`config.mk`:
```
export PLATFORM = sky130hd
export DESIGN_NAME = tod_queue
export DESIGN_NICKNAME = d
export VERILOG_FILES = /design/src/rtl/tod_pkg.sv /design/src/rtl/tod_queue.sv
export SDC_FILE = /design/constraint.sdc
export NUM_CORES = 1
export LEC_CHECK = 0
export ABC_AREA = 1
export BUFFER_PORTS_ARGS = -buffer_cell sky130_fd_sc_hd__buf_2
export CAP_MARGIN = 20
export CORE_MARGIN = 2
export CORE_UTILIZATION = 30
export DETAILED_ROUTE_END_ITERATION = 6
export GPL_TIMING_DRIVEN = 0
export MAX_ROUTING_LAYER = met4
export PLACE_DENSITY = 0.5
export SLEW_MARGIN = 20
export SYNTH_ARGS = -nofsm -noshare
export SYNTH_HDL_FRONTEND = slang
export SYNTH_SLANG_ARGS = --single-unit
```
`constraint.sdc`:
```
create_clock -name clk -period 3.3 [get_ports clk]
set_input_delay 0.66 -clock clk [delete_from_list [all_inputs] [get_ports clk]]
set_output_delay 0.66 -clock clk [all_outputs]
set_load 0.005 [all_outputs]
```
`src/rtl/tod_pkg.sv`:
```
`timescale 1ns / 1ps
`default_nettype none

package tod_pkg;

    localparam int COORD_BITS     = 16;
    localparam int SAMPLE_BITS    = 8;
    localparam int FACTOR_BITS    = 9;
    localparam int CFG_DATA_BITS  = 16;
    localparam int CFG_INDEX_BITS = 3;

    localparam logic [CFG_INDEX_BITS-1:0] REG_REDUCTION_FACTOR      = CFG_INDEX_BITS'(0);
    localparam logic [CFG_INDEX_BITS-1:0] REG_SOURCE_BLOCK_WIDTH    = CFG_INDEX_BITS'(1);
    localparam logic [CFG_INDEX_BITS-1:0] REG_SOURCE_BLOCK_HEIGHT   = CFG_INDEX_BITS'(2);
    localparam logic [CFG_INDEX_BITS-1:0] REG_OVERVIEW_BLOCK_WIDTH  = CFG_INDEX_BITS'(3);
    localparam logic [CFG_INDEX_BITS-1:0] REG_OVERVIEW_BLOCK_HEIGHT = CFG_INDEX_BITS'(4);

    localparam logic [FACTOR_BITS-1:0] RESET_REDUCTION_FACTOR     = FACTOR_BITS'(2);
    localparam logic [COORD_BITS-1:0]  RESET_SOURCE_BLOCK_SIZE    = COORD_BITS'(256);
    localparam logic [COORD_BITS-1:0]  RESET_OVERVIEW_BLOCK_SIZE  = COORD_BITS'(128);

    localparam int QUEUE_DEPTH    = 4;
    localparam int QUEUE_PTR_BITS = $clog2(QUEUE_DEPTH);
    localparam int QUEUE_CNT_BITS = $clog2(QUEUE_DEPTH + 1);

    typedef struct packed {
        logic [COORD_BITS-1:0]  block_origin_x;
        logic [COORD_BITS-1:0]  block_origin_y;
        logic [COORD_BITS-1:0]  pixel_col;
        logic [COORD_BITS-1:0]  pixel_row;
        logic [SAMPLE_BITS-1:0] sample_in;
    } in_word_t;

    typedef struct packed {
        logic                   keep;
        logic [COORD_BITS-1:0]  overview_tile_col;
        logic [COORD_BITS-1:0]  overview_tile_row;
        logic [COORD_BITS-1:0]  dest_col;
        logic [COORD_BITS-1:0]  dest_row;
        logic [SAMPLE_BITS-1:0] sample_out;
    } out_word_t;

    typedef struct packed {
        logic [COORD_BITS-1:0] factor;
        logic [COORD_BITS-1:0] src_w;
        logic [COORD_BITS-1:0] src_h;
        logic [COORD_BITS-1:0] ovr_w;
        logic [COORD_BITS-1:0] ovr_h;
    } cfg_t;

    typedef struct packed {
        logic [COORD_BITS-1:0] rem;
        logic [COORD_BITS-1:0] word;
    } div_lane_t;

    typedef struct packed {
        logic [COORD_BITS-1:0]  sx;
        logic [COORD_BITS-1:0]  sy;
        logic [COORD_BITS-1:0]  qcol;
        logic [COORD_BITS-1:0]  qrow;
        logic                   ok;
        logic [SAMPLE_BITS-1:0] sample;
    } fwd_word_t;

    // one restoring step: shift in the next dividend bit, subtract if it fits
    function automatic div_lane_t div_step(div_lane_t lane, logic [COORD_BITS-1:0] d);
        logic [COORD_BITS:0]   trial;
        logic [COORD_BITS-1:0] diff;
        div_lane_t             res;
        trial    = {lane.rem, lane.word[COORD_BITS-1]};
        diff     = trial[COORD_BITS-1:0] - d;
        res.word = {lane.word[COORD_BITS-2:0], 1'b0};
        if (trial >= {1'b0, d})
        begin
            res.rem     = diff;
            res.word[0] = 1'b1;
        end
        else
        begin
            res.rem = trial[COORD_BITS-1:0];
        end
        return res;
    endfunction

endpackage

`default_nettype wire

```
`src/rtl/tod_queue.sv`:
```
`timescale 1ns / 1ps
`default_nettype none

module tod_queue
    import tod_pkg::*;
(
    input  wire logic      clk,
    input  wire logic      rst_n,
    input  wire logic      push,
    input  wire fwd_word_t push_word,
    input  wire logic      pop,
    output fwd_word_t      pop_word,
    output logic           full,
    output logic           empty
);

    fwd_word_t                 mem [QUEUE_DEPTH];
    fwd_word_t                 pop_word_reg;
    logic [QUEUE_PTR_BITS-1:0] wr_ptr_reg;
    logic [QUEUE_PTR_BITS-1:0] rd_ptr_reg;
    logic [QUEUE_PTR_BITS-1:0] rd_ptr_next;
    logic [QUEUE_CNT_BITS-1:0] count_reg;
    logic [QUEUE_CNT_BITS-1:0] count_next;

    assign full        = (count_reg == QUEUE_CNT_BITS'(QUEUE_DEPTH));
    assign empty       = (count_reg == '0);
    assign pop_word    = pop_word_reg;
    assign rd_ptr_next = pop ? rd_ptr_reg + QUEUE_PTR_BITS'(1) : rd_ptr_reg;

    always_comb
    begin
        count_next = count_reg;
        if (push && !pop)
        begin
            count_next = count_reg + QUEUE_CNT_BITS'(1);
        end
        else if (pop && !push)
        begin
            count_next = count_reg - QUEUE_CNT_BITS'(1);
        end
    end

    always_ff @(posedge clk or negedge rst_n)
    begin
        if (!rst_n)
        begin
            wr_ptr_reg <= '0;
            rd_ptr_reg <= '0;
            count_reg  <= '0;
        end
        else
        begin
            if (push)
            begin
                wr_ptr_reg <= wr_ptr_reg + QUEUE_PTR_BITS'(1);
            end
            rd_ptr_reg <= rd_ptr_next;
            count_reg  <= count_next;
        end
    end

    // hold the head word in a register; forward a word written into the head slot
    always_ff @(posedge clk)
    begin
        if (push)
        begin
            mem[wr_ptr_reg] <= push_word;
        end
        if (push && (wr_ptr_reg == rd_ptr_next))
        begin
            pop_word_reg <= push_word;
        end
        else
        begin
            pop_word_reg <= mem[rd_ptr_next];
        end
    end

endmodule

`default_nettype wire

```
* After elaboration in Yosys (flattened, before gate mapping) *
Memories as Yosys holds them, arrays and structs flattened. A register that Yosys moved wholly into a read port is not among the register bits.
Cells that the tools add are included.

word-level totals
  memories kept = 1
  flip-flop bits (word level) = 7
  output and inout port bits = 75
  RAM bits = 292
  word-level logic and storage cells = 20
  input port bits = 77

memory list
  memory  depth  bits a word  read ports  clocked after Yosys merged registers in  wr ports  line             text
  mem     4      73           1           1                                        1         tod_queue.sv:17  fwd_word_t mem [QUEUE_DEPTH];

operators by class
  reductions and logical operators = 6
  muxes and demuxes = 5
  eq/ne operators = 1
  $add $sub $neg = 4

operator list
  cell                                              count
  2-to-1 mux 3 bit                                  2
  adder 2 x 1 -> 2 bit, second input constant       2
  adder 3 x 1 -> 3 bit, second input constant       1
  == test 3 bit, second input constant              1
  zero test 3 bit                                   1
  subtractor 3 x 1 -> 3 bit, second input constant  1
  logical AND 1 bit                                 2
  zero test 1 bit                                   2
  2-to-1 mux 1 bit                                  2
  2-to-1 mux 2 bit                                  1
  nonzero test 2 bit                                1

* Logic depth before layout (Yosys ltp) *
  depth after elaboration = 4
  mapped depth = 9
  mapped depth without buffers = 9

* Worst setup path before layout *
No wires, ideal clock.

  kind = input to register
  from = input push
  to = memory mem[1][0] in the netlist's numbering, enable pin
  data arrival time = 2.366 ns
  setup time = 0.427 ns
  cell stages on the path = 3
  setup slack = 0.507 ns
  path through = clkbuf_1 nand2_1 inv_1

between the ends
  longest elaborated chain between the ends = 2

RTL lines
  item                                    line             text
  start, declared                         tod_queue.sv:9   input wire logic push,
  2-to-1 mux 1 bit                        tod_queue.sv:65  if (push)
  2-to-1 mux 1 bit (not written as such)  tod_queue.sv:67  mem[wr_ptr_reg] <= push_word;
  end, declared                           tod_queue.sv:17

No other way between the ends.

==> impl_metrics.json <==
{
  "synth_top_area_share_pct": 73.37,
  "start_util_pct": 30.22,
  "critPathMaxFanout": 10,
  "ir_worst_vdd_uv": 366.6,
  "hold_path_class": "in -> reg",
  "totalWireLength_um": 28110,
  "cp_num_buf_inv": 3,
  "grt_pass1_wl_um": 42290,
  "yosys_warnings": 0,
  "ant_nets": 0,
  "io_pins": 152,
  "max_slew_margin_pct": 57.19,
  "yosysSeqAreaShare_pct": 75.17,
  "fin_crit_ns": 2.758,
  "clock_path_buffers": 3,
  "final_cell_area_um2": 14630,
  "synth_common_cells": "292 x edfxtp_1, 232 x nand2_1, 157 x inv_1",
  "synth_flop_cell": "edfxtp_1",
  "clockRootBuffer": "clkbuf_16",
  "syn_inst": 900,
  "min_path_cells": 1,
  "grt_overflow": 0,
  "cap_violations": 0,
  "hold_violations": 0,
  "coreArea_um2": 39550,
  "reg2reg_to": "mem[2][23]$_DFFE_PP_",
  "maxSlewViolCount": 0,
  "dpl_worst_slack_ns": 0.9930,
  "cts-resized-gates": 0,
  "crit_type": "reg -> out",
  "synth_nets": 983,
  "setup_violations": 0,
  "synth_edf_count": 292,
  "ff2ff_path_depth": 5,
  "cts_tree": "built",
  "rsz0062_at_grt": "false",
  "max_stage_delay_ns": 0.55,
  "clock_latency_ns": 0.51,
  "crit_family": "buffers and inverters",
  "reg2reg_slack_ns": 1.46,
  "dr_total_vias": 7141,
  "min_period_over_period_pct": 83.59,
  "ys_ff_latch": 301,
  "required_ns": 2.64,
  "async_flop_share_pct": 2.326,
  "pwr_density_cell_nw_per_um2": 912.3,
  "cpMaxStageDelayCell": "clkbuf_1",
  "syn_area_per_cell_um2": 13.28,
  "placementRows": 73,
  "layout_setup_ws_ns": 0.5415,
  "crit_cells": 5,
  "drc": 0,
  "nNetsFinal": 1176,
  "run_status": "complete, no violations",
  "place_inst": 1580,
  "htreeDepth": 2,
  "rr_startpoint": "wr_ptr_reg[0]$_DFFE_PN0P_",
  "startpoint_type": "flip-flop",
  "ys_types": 19,
  "crit_path_end": "pop_word[4]",
  "grt_pass1_vias": 7237,
  "cellLeakagePower_nw": 5.854,
  "fin_skew_ns": 0.007434,
  "path_clk_slew_ns": 0.06,
  "numCtsBuffers": 35,
  "grt_max_degree": 53,
  "synth_area_um2": 11950,
  "worst_pin_slew_ns": 0.6422,
  "first_pass_iters": 4,
  "fin_cells": 1642,
  "numClockSinks": 301,
  "track_usage_pct": 14.19,
  "worst_ep_arrival_time_ns": 2.10,
  "area_growth_pct": 22.45,
  "port-buffer-count": 151,
  "final_core_util_pct": 37.00,
  "endpoint_kind": "output port",
  "fp.dieW_um": 203.6,
  "fmax_mhz": 362.5,
  "cp_cell_sequence": "inv_2 > clkbuf_1 > o211ai_1 > nand2_1 > buf_2",
  "largest_reg_flops": 292,
  "dpl_cell_area_um2": 13490,
  "routabilityCongestion": 0.6914,
  "dp_hpwl_um": 17140,
  "synth_area_leaders": "edfxtp_1 73%, o211ai_1 9.2%, nand2_1 7.3%",
  "synth_area_leader_cell": "edfxtp_1",
  "antenna_found_initial": 2,
  "drt_iter0_markers": 353,
  "vias_per_cell": 4.349,
  "wl_per_cell_um": 17.12,
  "yosysMostFrequentCell": "edfxtp_1",
  "die_h_um": 203.6,
  "postCtsHoldBufs": 1,
  "total_power_mw": 13.35,
  "postCtsSetupRepairBufs": 0,
  "die_area_um2": 41450,
  "layout-drive-gt1-share_pct": 22.06
}
-- per-layer routing --
metal  wire length, um  vias up  GRT usage (%)
met2             13370      148          22.95
met3              1421       34          3.563
met4               411        0          3.415
li1                  -     3514              -
met5                 0        -              -
met1             12910     3445          17.92
-- where the power goes --
part           switching (mW)  total, mW  leakage, nW  internal, mW
Combinational            2.86       4.39         2.52          1.53
Clock                    1.44       3.79        0.555          2.34
Sequential              0.171       5.17         2.78          5.00
-- worst min-delay path by stage --
stage / endpoint / slack, ns / startpoint
after floorplan: count_reg[0]$_DFFE_PN0P_ / 0.36 / rst_n
after global placement: rd_ptr_reg[1]$_DFF_PN0_ / 0.46 / rd_ptr_reg[1]$_DFF_PN0_
after detailed placement: rd_ptr_reg[1]$_DFF_PN0_ / 0.46 / rd_ptr_reg[1]$_DFF_PN0_
after CTS: mem[3][2]$_DFFE_PP_ / 0.31 / push_word[2]
after global routing: mem[3][13]$_DFFE_PP_ / 0.32 / push_word[13]
final: mem[1][10]$_DFFE_PP_ / 0.35 / push_word[10]
-- layout make-up --
type,count,area [um2]
Sequential cell,301,8984
Tap cell,525,656.9
Inverter,158,610.6
Clock buffer,43,948.4
Antenna cell,2,5.005
Fill cell,3800,24920
Buffer,48,264.0
Clock inverter,16,178.9
Multi-Input combinational cell,393,2111
Timing Repair Buffer,156,875.8
-- cells in the final DEF (no fill, tap or decap), types with 2 or more instances in the layout --
| cell type | synthesis | final |
|---|---|---|
| edfxtp_1 | 292 | 292 |
| nand2_1 | 232 | 232 |
| buf_2 | 25 | 176 |
| inv_1 | 157 | 153 |
| o211ai_1 | 146 | 146 |
| clkbuf_16 | 0 | 37 |
| clkbuf_1 | 8 | 14 |
| buf_4 | 14 | 14 |
| dfrtp_1 | 7 | 7 |
| clkinv_1 | 0 | 6 |
| ha_1 | 5 | 5 |
| clkinv_2 | 0 | 5 |
| bufinv_16 | 0 | 4 |
| buf_16 | 0 | 4 |
| inv_6 | 0 | 3 |
| diode_2 | 0 | 2 |
| xor2_1 | 2 | 2 |
| xnor2_1 | 2 | 2 |
| nor3_1 | 2 | 2 |
| dfxtp_1 | 2 | 2 |
-- stage by stage --
stage,hold slack [ns],setup TNS (ns)
after floorplan,0.3644,0
after global placement,0.4619,-283.33
after detailed placement,0.4648,0
after CTS,0.3127,0
after global routing,0.3231,0
final,0.3538,0
-- kinds of logic (layout without fill, tap and decap cells) --
group	after synthesis	after routing	share of synthesized area, %
DFF	301	301	75.17
and+or+nand+nor	236	236	7.464
buffers and inverters	206	421	7.171
AOI/OAI and AO/OA	147	147	9.213
adders and majority gates	6	6	0.6910
xor gates and xnor gates	4	4	0.2932
other	0	2	0
(Power assumes the default switching activity.)
