`config.mk`:
```
export PLATFORM = sky130hd
export DESIGN_NAME = tod_back
export DESIGN_NICKNAME = d
export VERILOG_FILES = /design/src/rtl/tod_pkg.sv /design/src/rtl/tod_back.sv
export SDC_FILE = /design/constraint.sdc
export NUM_CORES = 2
export LEC_CHECK = 0
export BUFFER_PORTS_ARGS = -buffer_cell sky130_fd_sc_hd__buf_2
export CAP_MARGIN = 20
export CORE_UTILIZATION = 45
export CTS_CLUSTER_DIAMETER = 60
export DETAILED_ROUTE_END_ITERATION = 10
export SLEW_MARGIN = 20
export SYNTH_ARGS = -nofsm -noshare
export SYNTH_HDL_FRONTEND = slang
export SYNTH_SLANG_ARGS = --single-unit
```
`constraint.sdc`:
```
create_clock -name clk -period 63.7 [get_ports clk]
set_input_delay 9.555 -clock clk [delete_from_list [all_inputs] [get_ports clk]]
set_output_delay 9.555 -clock clk [all_outputs]
set_load 0.02 [all_outputs]
```
`src/rtl/tod_pkg.sv`:
```
`timescale 1ns / 1ps
`default_nettype none

package tod_pkg;

    localparam int COORD_BITS     = 16;
    localparam int SAMPLE_BITS    = 8;
    localparam int FACTOR_BITS    = 9;
    localparam int CFG_DATA_BITS  = 16;
    localparam int CFG_INDEX_BITS = 3;

    localparam logic [CFG_INDEX_BITS-1:0] REG_REDUCTION_FACTOR      = CFG_INDEX_BITS'(0);
    localparam logic [CFG_INDEX_BITS-1:0] REG_SOURCE_BLOCK_WIDTH    = CFG_INDEX_BITS'(1);
    localparam logic [CFG_INDEX_BITS-1:0] REG_SOURCE_BLOCK_HEIGHT   = CFG_INDEX_BITS'(2);
    localparam logic [CFG_INDEX_BITS-1:0] REG_OVERVIEW_BLOCK_WIDTH  = CFG_INDEX_BITS'(3);
    localparam logic [CFG_INDEX_BITS-1:0] REG_OVERVIEW_BLOCK_HEIGHT = CFG_INDEX_BITS'(4);

    localparam logic [FACTOR_BITS-1:0] RESET_REDUCTION_FACTOR     = FACTOR_BITS'(2);
    localparam logic [COORD_BITS-1:0]  RESET_SOURCE_BLOCK_SIZE    = COORD_BITS'(256);
    localparam logic [COORD_BITS-1:0]  RESET_OVERVIEW_BLOCK_SIZE  = COORD_BITS'(128);

    localparam int QUEUE_DEPTH    = 4;
    localparam int QUEUE_PTR_BITS = $clog2(QUEUE_DEPTH);
    localparam int QUEUE_CNT_BITS = $clog2(QUEUE_DEPTH + 1);

    typedef struct packed {
        logic [COORD_BITS-1:0]  block_origin_x;
        logic [COORD_BITS-1:0]  block_origin_y;
        logic [COORD_BITS-1:0]  pixel_col;
        logic [COORD_BITS-1:0]  pixel_row;
        logic [SAMPLE_BITS-1:0] sample_in;
    } in_word_t;

    typedef struct packed {
        logic                   keep;
        logic [COORD_BITS-1:0]  overview_tile_col;
        logic [COORD_BITS-1:0]  overview_tile_row;
        logic [COORD_BITS-1:0]  dest_col;
        logic [COORD_BITS-1:0]  dest_row;
        logic [SAMPLE_BITS-1:0] sample_out;
    } out_word_t;

    typedef struct packed {
        logic [COORD_BITS-1:0] factor;
        logic [COORD_BITS-1:0] src_w;
        logic [COORD_BITS-1:0] src_h;
        logic [COORD_BITS-1:0] ovr_w;
        logic [COORD_BITS-1:0] ovr_h;
    } cfg_t;

    typedef struct packed {
        logic [COORD_BITS-1:0] rem;
        logic [COORD_BITS-1:0] word;
    } div_lane_t;

    typedef struct packed {
        logic [COORD_BITS-1:0]  sx;
        logic [COORD_BITS-1:0]  sy;
        logic [COORD_BITS-1:0]  qcol;
        logic [COORD_BITS-1:0]  qrow;
        logic                   ok;
        logic [SAMPLE_BITS-1:0] sample;
    } fwd_word_t;

    // one restoring step: shift in the next dividend bit, subtract if it fits
    function automatic div_lane_t div_step(div_lane_t lane, logic [COORD_BITS-1:0] d);
        logic [COORD_BITS:0]   trial;
        logic [COORD_BITS-1:0] diff;
        div_lane_t             res;
        trial    = {lane.rem, lane.word[COORD_BITS-1]};
        diff     = trial[COORD_BITS-1:0] - d;
        res.word = {lane.word[COORD_BITS-2:0], 1'b0};
        if (trial >= {1'b0, d})
        begin
            res.rem     = diff;
            res.word[0] = 1'b1;
        end
        else
        begin
            res.rem = trial[COORD_BITS-1:0];
        end
        return res;
    endfunction

endpackage

`default_nettype wire

```
`src/rtl/tod_back.sv`:
```
`timescale 1ns / 1ps
`default_nettype none

module tod_back
    import tod_pkg::*;
(
    input  wire logic      clk,
    input  wire logic      rst_n,
    input  wire cfg_t      cfg,
    input  wire logic      empty,
    input  wire fwd_word_t pop_word,
    output logic           pop,
    output logic           out_valid,
    input  wire logic      out_stall,
    output out_word_t      out_word
);

    typedef struct packed {
        div_lane_t              x;
        div_lane_t              y;
        logic [COORD_BITS-1:0]  qcol;
        logic [COORD_BITS-1:0]  qrow;
        logic                   ok;
        logic [SAMPLE_BITS-1:0] sample;
    } back_stage_t;

    function automatic back_stage_t back_step(back_stage_t s, logic [COORD_BITS-1:0] dw,
                                              logic [COORD_BITS-1:0] dh);
        back_stage_t r;
        r   = s;
        r.x = div_step(s.x, dw);
        r.y = div_step(s.y, dh);
        return r;
    endfunction

    logic [COORD_BITS-1:0] valid_reg;
    back_stage_t           stage_reg  [COORD_BITS];
    back_stage_t           stage_next [COORD_BITS];
    back_stage_t           seed;
    back_stage_t           last;
    logic                  out_valid_reg;
    out_word_t             out_word_reg;
    out_word_t             out_word_next;
    logic                  can_load;
    logic                  adv;
    logic [COORD_BITS:0]   dcol;
    logic [COORD_BITS:0]   drow;
    logic                  keep;

    assign can_load  = !out_valid_reg || !out_stall;
    assign adv       = !valid_reg[COORD_BITS-1] || can_load;
    assign pop       = !empty && adv;
    assign out_valid = out_valid_reg;
    assign out_word  = out_word_reg;

    always_comb
    begin
        seed.x      = '{rem: '0, word: pop_word.sx};
        seed.y      = '{rem: '0, word: pop_word.sy};
        seed.qcol   = pop_word.qcol;
        seed.qrow   = pop_word.qrow;
        seed.ok     = pop_word.ok;
        seed.sample = pop_word.sample;
    end

    always_comb
    begin
        stage_next[0] = back_step(seed, cfg.ovr_w, cfg.ovr_h);
        for (int k = 1; k < COORD_BITS; k++)
        begin
            stage_next[k] = back_step(stage_reg[k-1], cfg.ovr_w, cfg.ovr_h);
        end
    end

    always_ff @(posedge clk or negedge rst_n)
    begin
        if (!rst_n)
        begin
            valid_reg <= '0;
        end
        else if (adv)
        begin
            valid_reg <= {valid_reg[COORD_BITS-2:0], pop};
        end
    end

    always_ff @(posedge clk)
    begin
        if (adv)
        begin
            stage_reg <= stage_next;
        end
    end

    assign last = stage_reg[COORD_BITS-1];

    // zero the word (keep low) unless it is ok and falls inside the overview tile
    always_comb
    begin
        dcol = {1'b0, last.x.rem} + {1'b0, last.qcol};
        drow = {1'b0, last.y.rem} + {1'b0, last.qrow};
        keep = last.ok && (dcol < {1'b0, cfg.ovr_w}) && (drow < {1'b0, cfg.ovr_h});
        out_word_next = '0;
        if (keep)
        begin
            out_word_next.keep              = 1'b1;
            out_word_next.overview_tile_col = last.x.word;
            out_word_next.overview_tile_row = last.y.word;
            out_word_next.dest_col          = dcol[COORD_BITS-1:0];
            out_word_next.dest_row          = drow[COORD_BITS-1:0];
            out_word_next.sample_out        = last.sample;
        end
    end

    always_ff @(posedge clk or negedge rst_n)
    begin
        if (!rst_n)
        begin
            out_valid_reg <= 1'b0;
        end
        else if (can_load)
        begin
            out_valid_reg <= valid_reg[COORD_BITS-1];
        end
    end

    always_ff @(posedge clk)
    begin
        if (can_load)
        begin
            out_word_reg <= out_word_next;
        end
    end

endmodule

`default_nettype wire

```
### Yosys cells after proc, flatten, opt, wreduce, memory -nomap -nowiden

Cells that the tools add are included.

* register bits: 1770
* bits of input ports: 157
* output and inout port bits: 75
* logic and storage cells: 280

* add/subtract/negate cells: 34
* order comparisons: 34
* multiplexer cells: 65
* reductions and logical operators: 9

Operators by type and width (count)
* $ge A17 B16 Y1: 30
* $mux W16: 30
* $sub A16 B16 Y16: 30
* $mux W73: 1
* $add A16 B16 Y17: 2
* $lt A17 B16 Y1: 2
* $mux W1: 34
* $ge A1 B16 Y1: 2
* $sub A1 B16 Y16: 2
* $logic_not A1 Y1: 4
* $logic_and A1 B1 Y1: 3
* $logic_or A1 B1 Y1: 2

### Logic depth before layout (Yosys ltp)

* word-level depth: 5
* gate-level depth with buffers: 20
* depth with buffers taken out: 19

### Worst setup path after synthesis

OpenSTA, ideal clock, no wires.

* path kind: input port to flip-flop
* start: in out_stall
* end: reg stage_reg, in the netlist last[0] (enable)
* library setup time: 2695 ps
* arrival time: 55157 ps
* data required time: 61005 ps
* path slack: 5848 ps
* cell stages on the path: 4
* buffers on the path: 2
* cell sequence: and3_1 > clkbuf_1 > inv_1 > buf_1

* longest elaborated chain between the ends: 3

RTL lines
* from (decl): line tod_back.sv:14 `input wire logic out_stall,`
* $logic_not A1 Y1: line tod_back.sv:50 `assign can_load = !out_valid_reg || !out_stall;`
* $logic_or A1 B1 Y1: line tod_back.sv:50
* $logic_or A1 B1 Y1: line tod_back.sv:51 `assign adv = !valid_reg[COORD_BITS-1] || can_load;`
* to (signal assigned): line tod_back.sv:91 `stage_reg <= stage_next;`
* to (decl): line tod_back.sv:37 `back_stage_t stage_reg [COORD_BITS];`

Every way passes these cells.
A chain may end at the register's enable or synchronous reset.

### Worst setup path after layout

* start: in out_stall
* end: out pop

* longest elaborated chain between the ends: 4

RTL lines
* $logic_not A1 Y1: line tod_back.sv:50
* $logic_or A1 B1 Y1: line tod_back.sv:50
* $logic_or A1 B1 Y1: line tod_back.sv:51
* $logic_and A1 B1 Y1: line tod_back.sv:52 `assign pop = !empty && adv;`
* to (decl): line tod_back.sv:12 `output logic pop,`

Every way passes these cells.

==> impl_metrics.tcl <==
set metrics [dict create \
    antenna_found_initial 6 \
    worstPathCellList "buf_2 -> and3_1 -> nor2_1 -> buf_2" \
    postRouteAntennaNets 0 \
    initialDrtViolationCount 3399 \
    start_kind "input port" \
    netlist_top_cells_count "edfxtp_1, ha_1, nor2_1" \
    drt_drc_violations_left 0 \
    top_layer_used "met4" \
    path_clk_slew_ns 0.06 \
    wl_um 168000 \
    cts_buffers 195 \
    layout_setup_ws_ns 43.52 \
    route.met2.wl_um 75600 \
    tns_ns 0 \
    finalSetupViolations 0 \
    routedWlPerCell_um 18.7 \
    grt_setup_unrepaired "false" \
    die_area_um2 187000 \
    path_class "input port to output port" \
    finalCriticalPeriod_ns 20.18 \
    worstPathBufferInverterCount 2 \
    vias 48600 \
    synth_top_family_by_area "compound AO/OA/AOI/OAI gates" \
    tightest_slew_ns 1.06 \
    grt_max_degree 200 \
    wl_met1_um 78900 \
    crit_slowest_cell "and3_1" \
    coreArea_um2 183000 \
    synth-async-reset-ratio_pct 0.960 \
    ys_seq_area_share_pct 63.7 \
    slew_viol_final 0 \
    place.gp.congestion 0.881 \
    critPathArrivalTime_ns 10.62 \
    nNetsFinal 7110 \
    synthAdderAreaFrac_pct 8.97 \
    firstDrtPassIters 8 \
    area.growth.synth_to_final_pct 12.7 \
    muxShareOfSynthArea_pct 3.55 \
    cts_hold_buf 0 \
    synthFlopType "edfxtp_1" \
    cts_resized 0 \
    clkLatencyLatePin_ns 0.85 \
    synth_cell_types 83 \
    grt_pass1_wl_um 261000 \
    crit_path_end_kind "output port" \
    cts_buffer_depth 3 \
    yosysTopAreaCell "edfxtp_1" \
    synth_compound_area_share_pct 10.2 \
    die_w_um 432 \
    grt_usage_pct 17.8 \
    vias_per_cell 5.40 \
    synth_top_area_share_pct 63.2 \
    num_rows 157 \
    synth_area_per_cell_um2 13.8 \
    io_pins 232 \
    synthSimpleGateAreaFrac_pct 8.65 \
    cts_root_buf "clkbuf_16" \
    fill_cells 15600 \
    grt_pass1_vias 47300 \
    drive_gt1_share_pct 13.1 \
    min_path_type "register to register" \
    min_period_over_period_pct 31.7 \
    run_status "complete, no violations" \
    synth-xor-area-share_pct 3.47 \
    crit_top_cell "buf_2" \
    synth_most_common_cell "edfxtp_1" \
    synth_nets 6752 \
    hold_viol_final 0 \
    worstPathRequired_ns 54.15 \
    p_leak_uw 0.0365 \
    syn-cell-area_um2 83300 \
    crit_fanout 17 \
    initial_core_util_pct 45.4 \
    critical-path-top-delay-family "simple AND/OR/NAND/NOR gates" \
    synth_edf_count 1753 \
    cts.sinks 1770 \
    cts-htree-levels 4 \
    syn_inst 6017 \
    max_slew_margin_pct 29.3 \
    dr_wl_met3_um 7500 \
    ys_warn_count 0 \
    cpPeakStageDelay_ns 0.63 \
    port_buffers 183 \
    cts_setup_buffers 0 \
    fmax_ghz 0.0496 \
    yosys_register_bits 1770 \
    drv_cap 0 \
    largest_reg_flops 1065 \
    place_ws_ns 43.52 \
    vdd_drop_max_mv 0.0343 \
    powerDensity_nw_per_um2 58.7 \
    overflow 0 \
    design_area_um2 93900 \
    dp_hpwl_um 106000 \
    cts_tree "yes" \
    dpl_cell_area_um2 87400 \
    die_y_um 432 \
    netlist_top_cells_area "edfxtp_1, ha_1, mux2_2" \
    clock_skew_ns 0.0561 \
]
## worst paths after layout
kind | cells after the start | endpoint | start | slack [ns]
setup / recovery | 4 | pop | out_stall | 43.52
max in group asynchronous | 1 | valid_reg[7]$_DFFE_PN0N_ | rst_n | 54.76
hold / removal | 0 | stage_next[605]$_DFFE_PN_ | stage_next[709]$_DFFE_PN_ | 0.39
hold reg to reg | 0 | stage_next[605]$_DFFE_PN_ | stage_next[709]$_DFFE_PN_ | 0.39
min in group asynchronous | 1 | valid_reg[0]$_DFFE_PN0N_ | rst_n | 8.61
setup reg to reg | 7 | stage_next[1278]$_DFFE_PN_ | out_valid$_DFFE_PN0P_ | 57.17
## layout by cell type, fill, tap and decap left out, types with 40 or more instances in the layout
cell type / instances
a21boi_0: 59
a21o_1: 117
a21oi_1: 405
a31oi_1: 46
and2_1: 84
buf_2: 183
buf_4: 49
clkbuf_16: 195
clkinv_1: 41
clkinv_2: 40
edfxtp_1: 1753
ha_1: 546
inv_1: 208
mux2_2: 223
nand2_1: 303
nand2b_1: 76
nand3_1: 62
nand4_1: 89
nor2_1: 443
nor2b_1: 76
nor3_1: 113
o21a_1: 72
o21ai_0: 290
or3_1: 48
xnor2_1: 197
xor2_1: 133
## routing by layer
layer | global-route usage [%] | vias to the layer above
met4 | 7.18 | 0
met5 | 0 | -
met2 | 27.9 | 1000
li1 | - | 23900
met3 | 2.97 | 306
met1 | 24.8 | 23400
## power breakdown
part / switching [µW] / internal [µW]
Combinational: 1210 / 877
Sequential: 213 / 2100
Clock: 478 / 630
Total: 1900 / 3600
## logic make-up (layout without fill, tap and decap cells)
logic type	after synthesis	in the layout
AOI/OAI and AO/OA	1316	1316
xor gates and xnor gates	330	330
adders and majority gates	578	578
buffers and inverters	296	821
DFF	1770	1770
muxes	264	264
other	0	3
and+or+nand+nor	1463	1463
## metrics by stage
| step | hold slack [ns] | utilization (%) | instances | total power (µW) |
|---|---|---|---|---|
| finish | 0.390 | 51.2 | 9009 | 5510 |
| global route | 0.390 | 51.2 | 9008 | 5880 |
| CTS | 0.394 | 51.1 | 9006 | 5550 |
| detailed placement | 0.405 | 47.6 | 8642 | 4390 |
| global placement | 0.400 | 47.6 | 8642 | 4350 |
| floorplan | 0.400 | - | 6017 | 4290 |
## layout make-up
cell class / instances / area [µm²] / area share, %
Clock inverter: 142 / 1480 / 1.58
Sequential cell: 1770 / 53100 / 56.5
Inverter: 220 / 838 / 0.893
Multi-Input combinational cell: 3951 / 29000 / 30.9
Timing Repair Buffer: 237 / 1370 / 1.46
Tap cell: 2464 / 3080 / 3.28
Clock buffer: 222 / 4990 / 5.32
Antenna cell: 3 / 7.51 / 0.00800
(Power assumes the default switching activity.)
